===== config.mk =====
export PLATFORM = sky130hd
export DESIGN_NAME = tga_rle_stream_decoder_flat
export DESIGN_NICKNAME = d
export VERILOG_FILES = /design/src/design/tga_pkg.sv /design/src/design/tga_stream_if.sv /design/src/design/tga_rle_stream_decoder.sv /design/src/flat_wrapper.sv
export SDC_FILE = /design/constraint.sdc
export NUM_CORES = 1
export LEC_CHECK = 0
export CAP_MARGIN = 30
export CORE_ASPECT_RATIO = 1.2
export CORE_MARGIN = 2
export CORE_UTILIZATION = 40
export CTS_CLUSTER_SIZE = 8
export DETAILED_ROUTE_END_ITERATION = 6
export DONT_BUFFER_PORTS = 1
export GPL_ROUTABILITY_DRIVEN = 0
export PLACE_DENSITY_LB_ADDON = 0.05
export SYNTH_ARGS = -nofsm -noshare
export SYNTH_HDL_FRONTEND = slang
export SYNTH_SLANG_ARGS = --single-unit

===== constraint.sdc =====
create_clock -name clk_i -period 10.5 [get_ports clk_i]
set_input_delay 0 -clock clk_i [delete_from_list [all_inputs] [get_ports clk_i]]
set_output_delay 0 -clock clk_i [all_outputs]
set_load 0.01 [all_outputs]

===== src/design/tga_pkg.sv =====
// Package for the TGA stream decoder: request payload types, result kinds,
// error codes, parser phases and header constants. No dependencies.
`default_nettype none

package tga_pkg;

  // Parser phases.
  typedef enum logic [2:0] {
    PH_IDLE   = 3'd0,
    PH_HEADER = 3'd1,
    PH_RAWPIX = 3'd2,
    PH_PKTHDR = 3'd3,
    PH_PKTPIX = 3'd4,
    PH_DONE   = 3'd5
  } phase_e;

  // Result kinds.
  typedef enum logic [1:0] {
    KIND_HEADER = 2'd0,
    KIND_PIXEL  = 2'd1,
    KIND_ERROR  = 2'd2
  } kind_e;

  // Error codes.
  typedef enum logic [1:0] {
    ERR_NONE       = 2'd0,
    ERR_BAD_TYPE   = 2'd1,
    ERR_BAD_DEPTH  = 2'd2,
    ERR_ZERO_DIM   = 2'd3
  } err_e;

  // Header layout.
  localparam int unsigned PatternLen  = 12;
  localparam logic [4:0]  HdrWidthLo  = 5'd12;
  localparam logic [4:0]  HdrWidthHi  = 5'd13;
  localparam logic [4:0]  HdrHeightLo = 5'd14;
  localparam logic [4:0]  HdrHeightHi = 5'd15;
  localparam logic [4:0]  HdrDepth    = 5'd16;
  localparam logic [4:0]  HdrLast     = 5'd17;

  localparam logic [7:0] PatternRaw [PatternLen] =
    '{8'd0, 8'd0, 8'd2, 8'd0, 8'd0, 8'd0, 8'd0, 8'd0, 8'd0, 8'd0, 8'd0, 8'd0};
  localparam logic [7:0] PatternRle [PatternLen] =
    '{8'd0, 8'd0, 8'd10, 8'd0, 8'd0, 8'd0, 8'd0, 8'd0, 8'd0, 8'd0, 8'd0, 8'd0};

  localparam logic [7:0] Depth24    = 8'd24;
  localparam logic [7:0] Depth32    = 8'd32;
  localparam logic [7:0] RunFlag    = 8'd128;
  localparam logic [7:0] RunOffset  = 8'd127;

  typedef struct packed {
    logic [7:0] data_byte;
    logic       start_of_file;
  } in_t;

  typedef struct packed {
    kind_e       kind;
    logic [15:0] image_width;
    logic [15:0] image_height;
    logic        has_alpha;
    logic        is_compressed;
    logic [7:0]  red;
    logic [7:0]  green;
    logic [7:0]  blue;
    logic [7:0]  alpha;
    logic [7:0]  repeat_res;
    logic        last_pixel;
    err_e        error_code;
  } out_t;

endpackage

`default_nettype wire


===== src/design/tga_stream_if.sv =====
// Valid/ready channel interfaces for the TGA stream decoder.
// Depends on tga_pkg for the payload types.
`default_nettype none

interface tga_in_if import tga_pkg::*; ();
  logic valid;
  logic ready;
  in_t  data;

  modport source (output valid, output data, input ready);
  modport sink (input valid, input data, output ready);
endinterface

interface tga_out_if import tga_pkg::*; ();
  logic valid;
  logic ready;
  out_t data;

  modport source (output valid, output data, input ready);
  modport sink (input valid, input data, output ready);
endinterface

`default_nettype wire


===== src/design/tga_rle_stream_decoder.sv =====
// TGA stream decoder: one file byte per request, at most one result per byte.
// A result is registered and presented in the cycle after the byte that causes it.
// Throughput: one byte per cycle, set by the single result register, which
// stalls input only while it holds a result that is not taken.
// Reset (rst_ni low, asynchronous) returns the parser to idle, where bytes
// are ignored until one arrives with start_of_file set.
`default_nettype none

module tga_rle_stream_decoder import tga_pkg::*; (
  input  wire logic  clk_i,
  input  wire logic  rst_ni,
  tga_in_if.sink     in_i,
  tga_out_if.source  out_o
);

  // Parser state. The colour buffer holds the blue, green and red bytes of
  // the pixel being gathered, blue in the low byte.
  phase_e      phase_q, phase_d;
  logic [4:0]  hdr_idx_q, hdr_idx_d;
  logic        ok_raw_q, ok_raw_d;
  logic        ok_rle_q, ok_rle_d;
  logic [15:0] width_q, width_d;
  logic [15:0] height_q, height_d;
  logic        alpha_mode_q, alpha_mode_d;
  logic        depth_ok_q, depth_ok_d;
  logic [31:0] pix_left_q, pix_left_d;
  logic [7:0]  pkt_left_q, pkt_left_d;
  logic        pkt_run_q, pkt_run_d;
  logic [1:0]  byte_idx_q, byte_idx_d;
  logic [23:0] colour_q, colour_d;

  // Result register.
  logic        out_valid_q, out_valid_d;
  out_t        out_data_q, out_data_d;

  logic        in_accept;
  logic        res_valid;
  out_t        res;
  logic [7:0]  b;
  logic        pix_done;
  logic [7:0]  pix_alpha;
  logic [7:0]  pix_count;
  logic [31:0] pix_rem;
  logic [1:0]  byte_need;

  // The result register is freed either by being empty or by being taken in
  // this cycle, so a new byte can follow every cycle.
  assign in_i.ready  = !out_valid_q || out_o.ready;
  assign in_accept   = in_i.valid && in_i.ready;
  assign out_o.valid = out_valid_q;
  assign out_o.data  = out_data_q;
  assign b           = in_i.data.data_byte;

  always_comb begin
    phase_d      = phase_q;
    hdr_idx_d    = hdr_idx_q;
    ok_raw_d     = ok_raw_q;
    ok_rle_d     = ok_rle_q;
    width_d      = width_q;
    height_d     = height_q;
    alpha_mode_d = alpha_mode_q;
    depth_ok_d   = depth_ok_q;
    pix_left_d   = pix_left_q;
    pkt_left_d   = pkt_left_q;
    pkt_run_d    = pkt_run_q;
    byte_idx_d   = byte_idx_q;
    colour_d     = colour_q;
    res          = '0;
    res_valid    = 1'b0;
    pix_done     = 1'b0;
    pix_alpha    = 8'd0;
    pix_count    = 8'd1;
    pix_rem      = 32'd0;
    byte_need    = 2'd0;

    // A start byte throws away whatever parse was in progress and becomes
    // header byte zero of a fresh file.
    if (in_i.data.start_of_file) begin
      phase_d      = PH_HEADER;
      hdr_idx_d    = 5'd0;
      ok_raw_d     = 1'b1;
      ok_rle_d     = 1'b1;
      width_d      = 16'd0;
      height_d     = 16'd0;
      alpha_mode_d = 1'b0;
      depth_ok_d   = 1'b0;
      pix_left_d   = 32'd0;
      pkt_left_d   = 8'd0;
      pkt_run_d    = 1'b0;
      byte_idx_d   = 2'd0;
      colour_d     = 24'd0;
    end

    // Pixel byte gathering, used by both pixel phases. A 32-bit pixel ends
    // on its fourth byte (the alpha), a 24-bit one on its third (the red).
    byte_need = alpha_mode_d ? 2'd0 : 2'd3;
    if (phase_d == PH_RAWPIX || phase_d == PH_PKTPIX) begin
      case (byte_idx_d)
        2'd0:    colour_d[7:0]   = b;
        2'd1:    colour_d[15:8]  = b;
        2'd2:    colour_d[23:16] = b;
        default: pix_alpha       = b;
      endcase
      pix_done   = (byte_idx_d + 2'd1) == byte_need;
      byte_idx_d = pix_done ? 2'd0 : byte_idx_d + 2'd1;
    end

    case (phase_d)
      PH_HEADER: begin
        case (hdr_idx_d) inside
          [5'd0:5'd11]: begin
            if (b != PatternRaw[hdr_idx_d[3:0]]) ok_raw_d = 1'b0;
            if (b != PatternRle[hdr_idx_d[3:0]]) ok_rle_d = 1'b0;
          end
          HdrWidthLo:  width_d[7:0]   = b;
          HdrWidthHi:  width_d[15:8]  = b;
          HdrHeightLo: height_d[7:0]  = b;
          HdrHeightHi: height_d[15:8] = b;
          HdrDepth: begin
            depth_ok_d   = (b == Depth24) || (b == Depth32);
            alpha_mode_d = (b == Depth32);
          end
          default: begin
            // Last header byte: checks in priority order, zero dimension
            // first, then depth, then file type.
            res_valid = 1'b1;
            if (width_d == 16'd0 || height_d == 16'd0) begin
              res.kind       = KIND_ERROR;
              res.error_code = ERR_ZERO_DIM;
              phase_d        = PH_DONE;
            end else if (!depth_ok_d) begin
              res.kind       = KIND_ERROR;
              res.error_code = ERR_BAD_DEPTH;
              phase_d        = PH_DONE;
            end else if (!ok_raw_d && !ok_rle_d) begin
              res.kind       = KIND_ERROR;
              res.error_code = ERR_BAD_TYPE;
              phase_d        = PH_DONE;
            end else begin
              pix_left_d        = {16'd0, width_d} * {16'd0, height_d};
              byte_idx_d        = 2'd0;
              pkt_left_d        = 8'd0;
              pkt_run_d         = 1'b0;
              phase_d           = ok_rle_d ? PH_PKTHDR : PH_RAWPIX;
              res.kind          = KIND_HEADER;
              res.image_width   = width_d;
              res.image_height  = height_d;
              res.has_alpha     = alpha_mode_d;
              res.is_compressed = ok_rle_d;
            end
          end
        endcase
        if (!res_valid) hdr_idx_d = hdr_idx_d + 5'd1;
      end
      PH_RAWPIX: begin
        res_valid = pix_done;
      end
      PH_PKTHDR: begin
        // Packet header: high bit marks a run, low bits hold count minus one.
        if (b < RunFlag) begin
          pkt_run_d  = 1'b0;
          pkt_left_d = b + 8'd1;
        end else begin
          pkt_run_d  = 1'b1;
          pkt_left_d = b - RunOffset;
        end
        byte_idx_d = 2'd0;
        phase_d    = PH_PKTPIX;
      end
      PH_PKTPIX: begin
        if (pix_done) begin
          res_valid = 1'b1;
          if (pkt_run_d) begin
            // A run reaching past the image end is clipped to what remains.
            if ({24'd0, pkt_left_d} > pix_left_d) pix_count = pix_left_d[7:0];
            else pix_count = pkt_left_d;
            pkt_left_d = 8'd0;
            phase_d    = PH_PKTHDR;
          end else begin
            pkt_left_d = pkt_left_d - 8'd1;
            if (pkt_left_d == 8'd0) phase_d = PH_PKTHDR;
          end
        end
      end
      default: ;
    endcase

    // Common pixel result, including the end-of-image check.
    if (res_valid && (phase_q == PH_RAWPIX || phase_q == PH_PKTPIX ||
                      in_i.data.start_of_file) &&
        (phase_d == PH_RAWPIX || phase_d == PH_PKTPIX || phase_d == PH_PKTHDR) &&
        pix_done) begin
      pix_rem        = pix_left_d - {24'd0, pix_count};
      pix_left_d     = pix_rem;
      res.kind       = KIND_PIXEL;
      res.red        = colour_d[23:16];
      res.green      = colour_d[15:8];
      res.blue       = colour_d[7:0];
      res.alpha      = alpha_mode_d ? pix_alpha : 8'd0;
      res.repeat_res = pix_count;
      res.last_pixel = (pix_rem == 32'd0);
      if (pix_rem == 32'd0) phase_d = PH_DONE;
    end
  end

  always_comb begin
    out_valid_d = out_valid_q;
    out_data_d  = out_data_q;
    if (in_accept) begin
      out_valid_d = res_valid;
      out_data_d  = res;
    end else if (out_o.ready) begin
      out_valid_d = 1'b0;
    end
  end

  always_ff @(posedge clk_i or negedge rst_ni) begin
    if (!rst_ni) begin
      phase_q      <= PH_IDLE;
      hdr_idx_q    <= 5'd0;
      ok_raw_q     <= 1'b1;
      ok_rle_q     <= 1'b1;
      width_q      <= 16'd0;
      height_q     <= 16'd0;
      alpha_mode_q <= 1'b0;
      depth_ok_q   <= 1'b0;
      pix_left_q   <= 32'd0;
      pkt_left_q   <= 8'd0;
      pkt_run_q    <= 1'b0;
      byte_idx_q   <= 2'd0;
      colour_q     <= 24'd0;
      out_valid_q  <= 1'b0;
    end else begin
      out_valid_q <= out_valid_d;
      if (in_accept) begin
        phase_q      <= phase_d;
        hdr_idx_q    <= hdr_idx_d;
        ok_raw_q     <= ok_raw_d;
        ok_rle_q     <= ok_rle_d;
        width_q      <= width_d;
        height_q     <= height_d;
        alpha_mode_q <= alpha_mode_d;
        depth_ok_q   <= depth_ok_d;
        pix_left_q   <= pix_left_d;
        pkt_left_q   <= pkt_left_d;
        pkt_run_q    <= pkt_run_d;
        byte_idx_q   <= byte_idx_d;
        colour_q     <= colour_d;
      end
    end
  end

  // Result payload needs no reset; it is qualified by out_valid_q.
  always_ff @(posedge clk_i) begin
    out_data_q <= out_data_d;
  end

endmodule

`default_nettype wire

===== src/flat_wrapper.sv =====
// flat-port wrapper written by rule: the top's interface ports become plain ports
module tga_rle_stream_decoder_flat import tga_pkg::*;
  (clk_i, rst_ni, in_i_valid, in_i_data, in_i_ready, out_o_valid, out_o_data, out_o_ready);
  tga_in_if in_i_i ();
  tga_out_if out_o_i ();
  input  wire logic clk_i;
  input  wire logic rst_ni;
  input wire logic [$bits(in_i_i.valid)-1:0] in_i_valid;
  input wire logic [$bits(in_i_i.data)-1:0] in_i_data;
  output wire logic [$bits(in_i_i.ready)-1:0] in_i_ready;
  output wire logic [$bits(out_o_i.valid)-1:0] out_o_valid;
  output wire logic [$bits(out_o_i.data)-1:0] out_o_data;
  input wire logic [$bits(out_o_i.ready)-1:0] out_o_ready;
  assign in_i_i.valid = in_i_valid;
  assign in_i_i.data = in_i_data;
  assign in_i_ready = in_i_i.ready;
  assign out_o_valid = out_o_i.valid;
  assign out_o_data = out_o_i.data;
  assign out_o_i.ready = out_o_ready;
  tga_rle_stream_decoder u_core (.clk_i(clk_i), .rst_ni(rst_ni), .in_i(in_i_i), .out_o(out_o_i));
endmodule

==> impl_metrics.py <==
metrics = {
    "clocking": {
        "cts-buffers-inserted": 17,
        "clk_pin_slew_ns": 0.08,
        "cts_buffer_depth": 2,
        "cts.sinks": 191,
        "clk_latency_ns": 0.49,
        "htreeDepth": 4,
        "cts_tree": "built",
        "cts_root_buffer": "clkbuf_16",
    },
    "min_path": {
        "hold_class": "input port to register",
        "min_path_cells": 5,
    },
    "pwr": {
        "internal_power_mw": 1.246,
        "leakage_nw": 9.915,
        "p_sw_uw": 579.4,
        "peakVddDrop_uv": 118.9,
        "power_frac_comb_pct": 18.3,
        "power_mw": 1.826,
        "p_seq_share_pct": 46.9,
        "swShare_pct": 31.73,
        "cellPowerDensity_nw_per_um2": 85.49,
        "power_frac_clock_pct": 34.8,
    },
    "final_layout": {
        "post-route-util_pct": 43.30,
        "drive_gt1_share_pct": 5.169,
        "syn2layout_area_growth_pct": 6.481,
        "nets": 2513,
    },
    "grt": {
        "first_global_vias": 16620,
        "grt_pass1_wl_um": 99930,
        "grt_use_total_pct": 25.14,
        "grt_max_degree": 113,
        "use_met2_pct": 43.96,
        "grt_overflow_total": 0,
        "grt_busiest_layer": "met2",
        "antenna_found_initial": 1,
        "grtUsageMet3_pct": 3.265,
        "use_met1_pct": 32.37,
    },
    "drt": {
        "ant_nets": 0,
        "vias_per_cell": 5.644,
        "post_drt_wl_per_cell_um": 22.41,
        "num_vias": 15940,
        "drt_iter0_drc": 1364,
        "drc_errors": 0,
        "wl_um": 63280,
        "first_pass_iters": 5,
    },
    "floorplan": {
        "design.die.area_um2": 51960,
        "die_w_um": 208.4,
        "die_h_um": 249.3,
        "io_pins": 94,
        "start_util_pct": 40.66,
        "rows": 89,
        "coreArea_um2": 49330,
    },
    "setup_path": {
        "critPathLaunch": "u_core.height_q[11]$_DFFE_PN0P_",
        "crit_type": "register to register",
        "cp.required_ns": 10.88,
        "timing.rr.end": "u_core.phase_q[1]$_DFFE_PN0P_",
        "critPathCapture": "u_core.phase_q[1]$_DFFE_PN0P_",
        "r2r-start": "u_core.height_q[11]$_DFFE_PN0P_",
        "crit_arrival_ns": 9.03,
        "reg2reg_depth": 24,
        "end_kind": "register",
        "ff2ff_setup_slack_ns": 1.85,
        "critPathMaxFanout": 13,
        "start_kind": "register",
    },
    "synthesis": {
        "synth.cell_area_um2": 20060,
        "dominantRegCellSynth": "dfrtp_1",
        "yosys_warnings": 0,
        "synth_fa_ha_area_share_pct": 27.70,
        "ys_ff_latch": 191,
        "synth.most_common_cell": "nand2_1",
        "synth_common_cells": "294 x nand2_1, 265 x inv_1, 195 x fa_1",
        "syn_nets": 2572,
        "synth_xor_area_share_pct": 2.271,
        "synth_top_family_by_area": "adder cells",
        "syn-mean-instance-area_um2": 8.987,
        "synth-simple-area-share_pct": 21.27,
        "postSynthCellCount": 2232,
        "ys_top_cells_by_area": "fa_1 19%, dfrtp_1 14%, edfxtp_1 12%",
        "ys_types": 97,
        "synth.area.mux_share_pct": 0.9107,
        "synth_compound_area_share_pct": 14.11,
        "synth-edff-count": 79,
        "async_flop_share_pct": 58.64,
        "ys_seq_area_share_pct": 25.81,
        "synth_top_cell_area_share_pct": 19.46,
        "synth_top_cell_by_area": "fa_1",
    },
    "run": {
        "cap_violations": 0,
    },
    "sta": {
        "maxSlewHeadroom_pct": 32.30,
        "setup_viol": 0,
        "fmax_mhz": 115.6,
        "skew_ns": 0.01544,
        "drv_slew": 0,
        "finalSetupTns_ns": 0,
        "rsz0062_at_grt": "no",
        "holdWs_ns": 0.03615,
        "period_share_pct": 82.39,
        "worst_slew_pin_slew_ns": 0.9996,
        "hold_violations": 0,
        "period_needed_ns": 8.651,
    },
    "placed_design": {
        "dp_hpwl_um": 45890,
        "io_buffers": 0,
    },
    "run_status": {
        "status": "complete, no violations",
    },
}
state kept, by name, summed over array words and instances (netlist names):
signal	flops
u_core.out_o.data	79
u_core.pix_left_q	32
u_core.colour_q	24
u_core.height_q	16
u_core.width_q	16
u_core.pkt_left_q	8
u_core.hdr_idx_q	5
u_core.phase_q	3
u_core.byte_idx_q	2
u_core.alpha_mode_q	1
u_core.depth_ok_q	1
u_core.ok_raw_q	1
u_core.ok_rle_q	1
u_core.out_o.valid	1
u_core.pkt_run_q	1
power by group through the flow:
stage	Combinational (mW)	Clock [mW]	Sequential, mW
floorplan	0.237	0	0.862
global placement	0.292	0	0.872
detailed placement	0.294	0	0.872
CTS	0.331	0.657	0.857
global route	0.368	0.685	0.861
finish	0.334	0.635	0.857
cells by family after synthesis:
kind of cell	Yosys count
xor+xnor	52
flops	191
simple gates	832
compound gates	410
fa+ha+maj	327
buf+inv	402
mux	18
area by class of cell:
cell class	count	area (um2)
diodes	1	2.502
clock buffers	17	425.4
clock inverters	15	118.9
fillers	4861	27970
inverters	267	1005
multi-input cells	1639	13300
flip-flops and latches	191	5177
well taps	637	797.0
repair buffers	57	535.5
critical path, stage by stage, from the launching register on:
cell and delay (ns):
dfrtp_1 0.53, nor2b_2 0.81, nand2_1 0.17, fa_1 0.55, inv_1 0.06, fa_1 0.44, fa_1 0.57, fa_1 0.44
fa_1 0.51, inv_1 0.05, fa_1 0.55, inv_1 0.06, ha_1 0.37, a21oi_1 0.27, a21boi_0 0.22, o211ai_1 0.12
a221oi_1 0.63, o211ai_1 0.23, a211oi_1 0.39, a211oi_2 0.10, or4_1 0.53, a21o_1 0.18, a211o_1 0.31, o311a_1 0.29
a21o_1 0.15
routing by layer:
metal  share of wire, %  wire length [um]
met2                 51             32210
met4                2.4              1549
met3                3.4              2183
met1                 43             27340
met5                  0                 0
how the worst min path moves through the flow:
stage / to / from
floorplan: u_core.alpha_mode_q$_DFFE_PN0P_ / rst_ni
global placement: u_core.pkt_left_q[6]$_DFFE_PN0P_ / rst_ni
detailed placement: u_core.pkt_left_q[6]$_DFFE_PN0P_ / rst_ni
CTS: u_core.pkt_left_q[7]$_DFFE_PN0P_ / in_i_data[3]
global route: u_core.out_o.data[55]$_SDFFCE_PP0P_ / in_i_data[0]
finish: u_core.pkt_left_q[7]$_DFFE_PN0P_ / in_i_data[3]
layout by cell type, fill, tap and decap left out, types with 7 or more instances in the layout:
cell type / count
fa_1: 195
nor4_1: 23
clkbuf_16: 17
or3_1: 11
xor2_1: 13
o22ai_1: 12
buf_4: 35
nand3_1: 39
inv_6: 8
and3_1: 51
inv_1: 265
ha_1: 132
a21o_1: 19
a21oi_1: 104
xnor2_1: 39
a31oi_1: 14
nor2b_1: 26
edfxtp_1: 79
and2_1: 143
dlygate4sd3_1: 16
dfrtp_1: 110
nor2_1: 112
o21ai_1: 8
o21a_1: 7
nand2_1: 294
nor3b_1: 29
a22o_1: 60
o21ai_0: 82
nor3_1: 26
nand2b_1: 13
o211ai_1: 16
mux2i_1: 16
a211oi_1: 12
nand4_1: 20
per-stage QoR:
step / cells / worst slack [ns] / instance area (um2)
finish: 2824 / 1.849 / 21360
global route: 2823 / 1.320 / 21360
CTS: 2818 / 1.617 / 21280
detailed placement: 2769 / 1.685 / 20540
global placement: 2765 / 1.796 / 20510
floorplan: 2232 / 2.385 / 20060
repair_timing:
| action | CTS | global route |
|---|---|---|
| endpoints found under the setup margin | 0 | 0 |
| endpoints found under the hold margin | 226 | 1 |
| resized for setup | 0 | 0 |
| buffers inserted | 0 | 0 |
| hold buffers | 17 | 1 |
(Power assumes the default switching activity.)
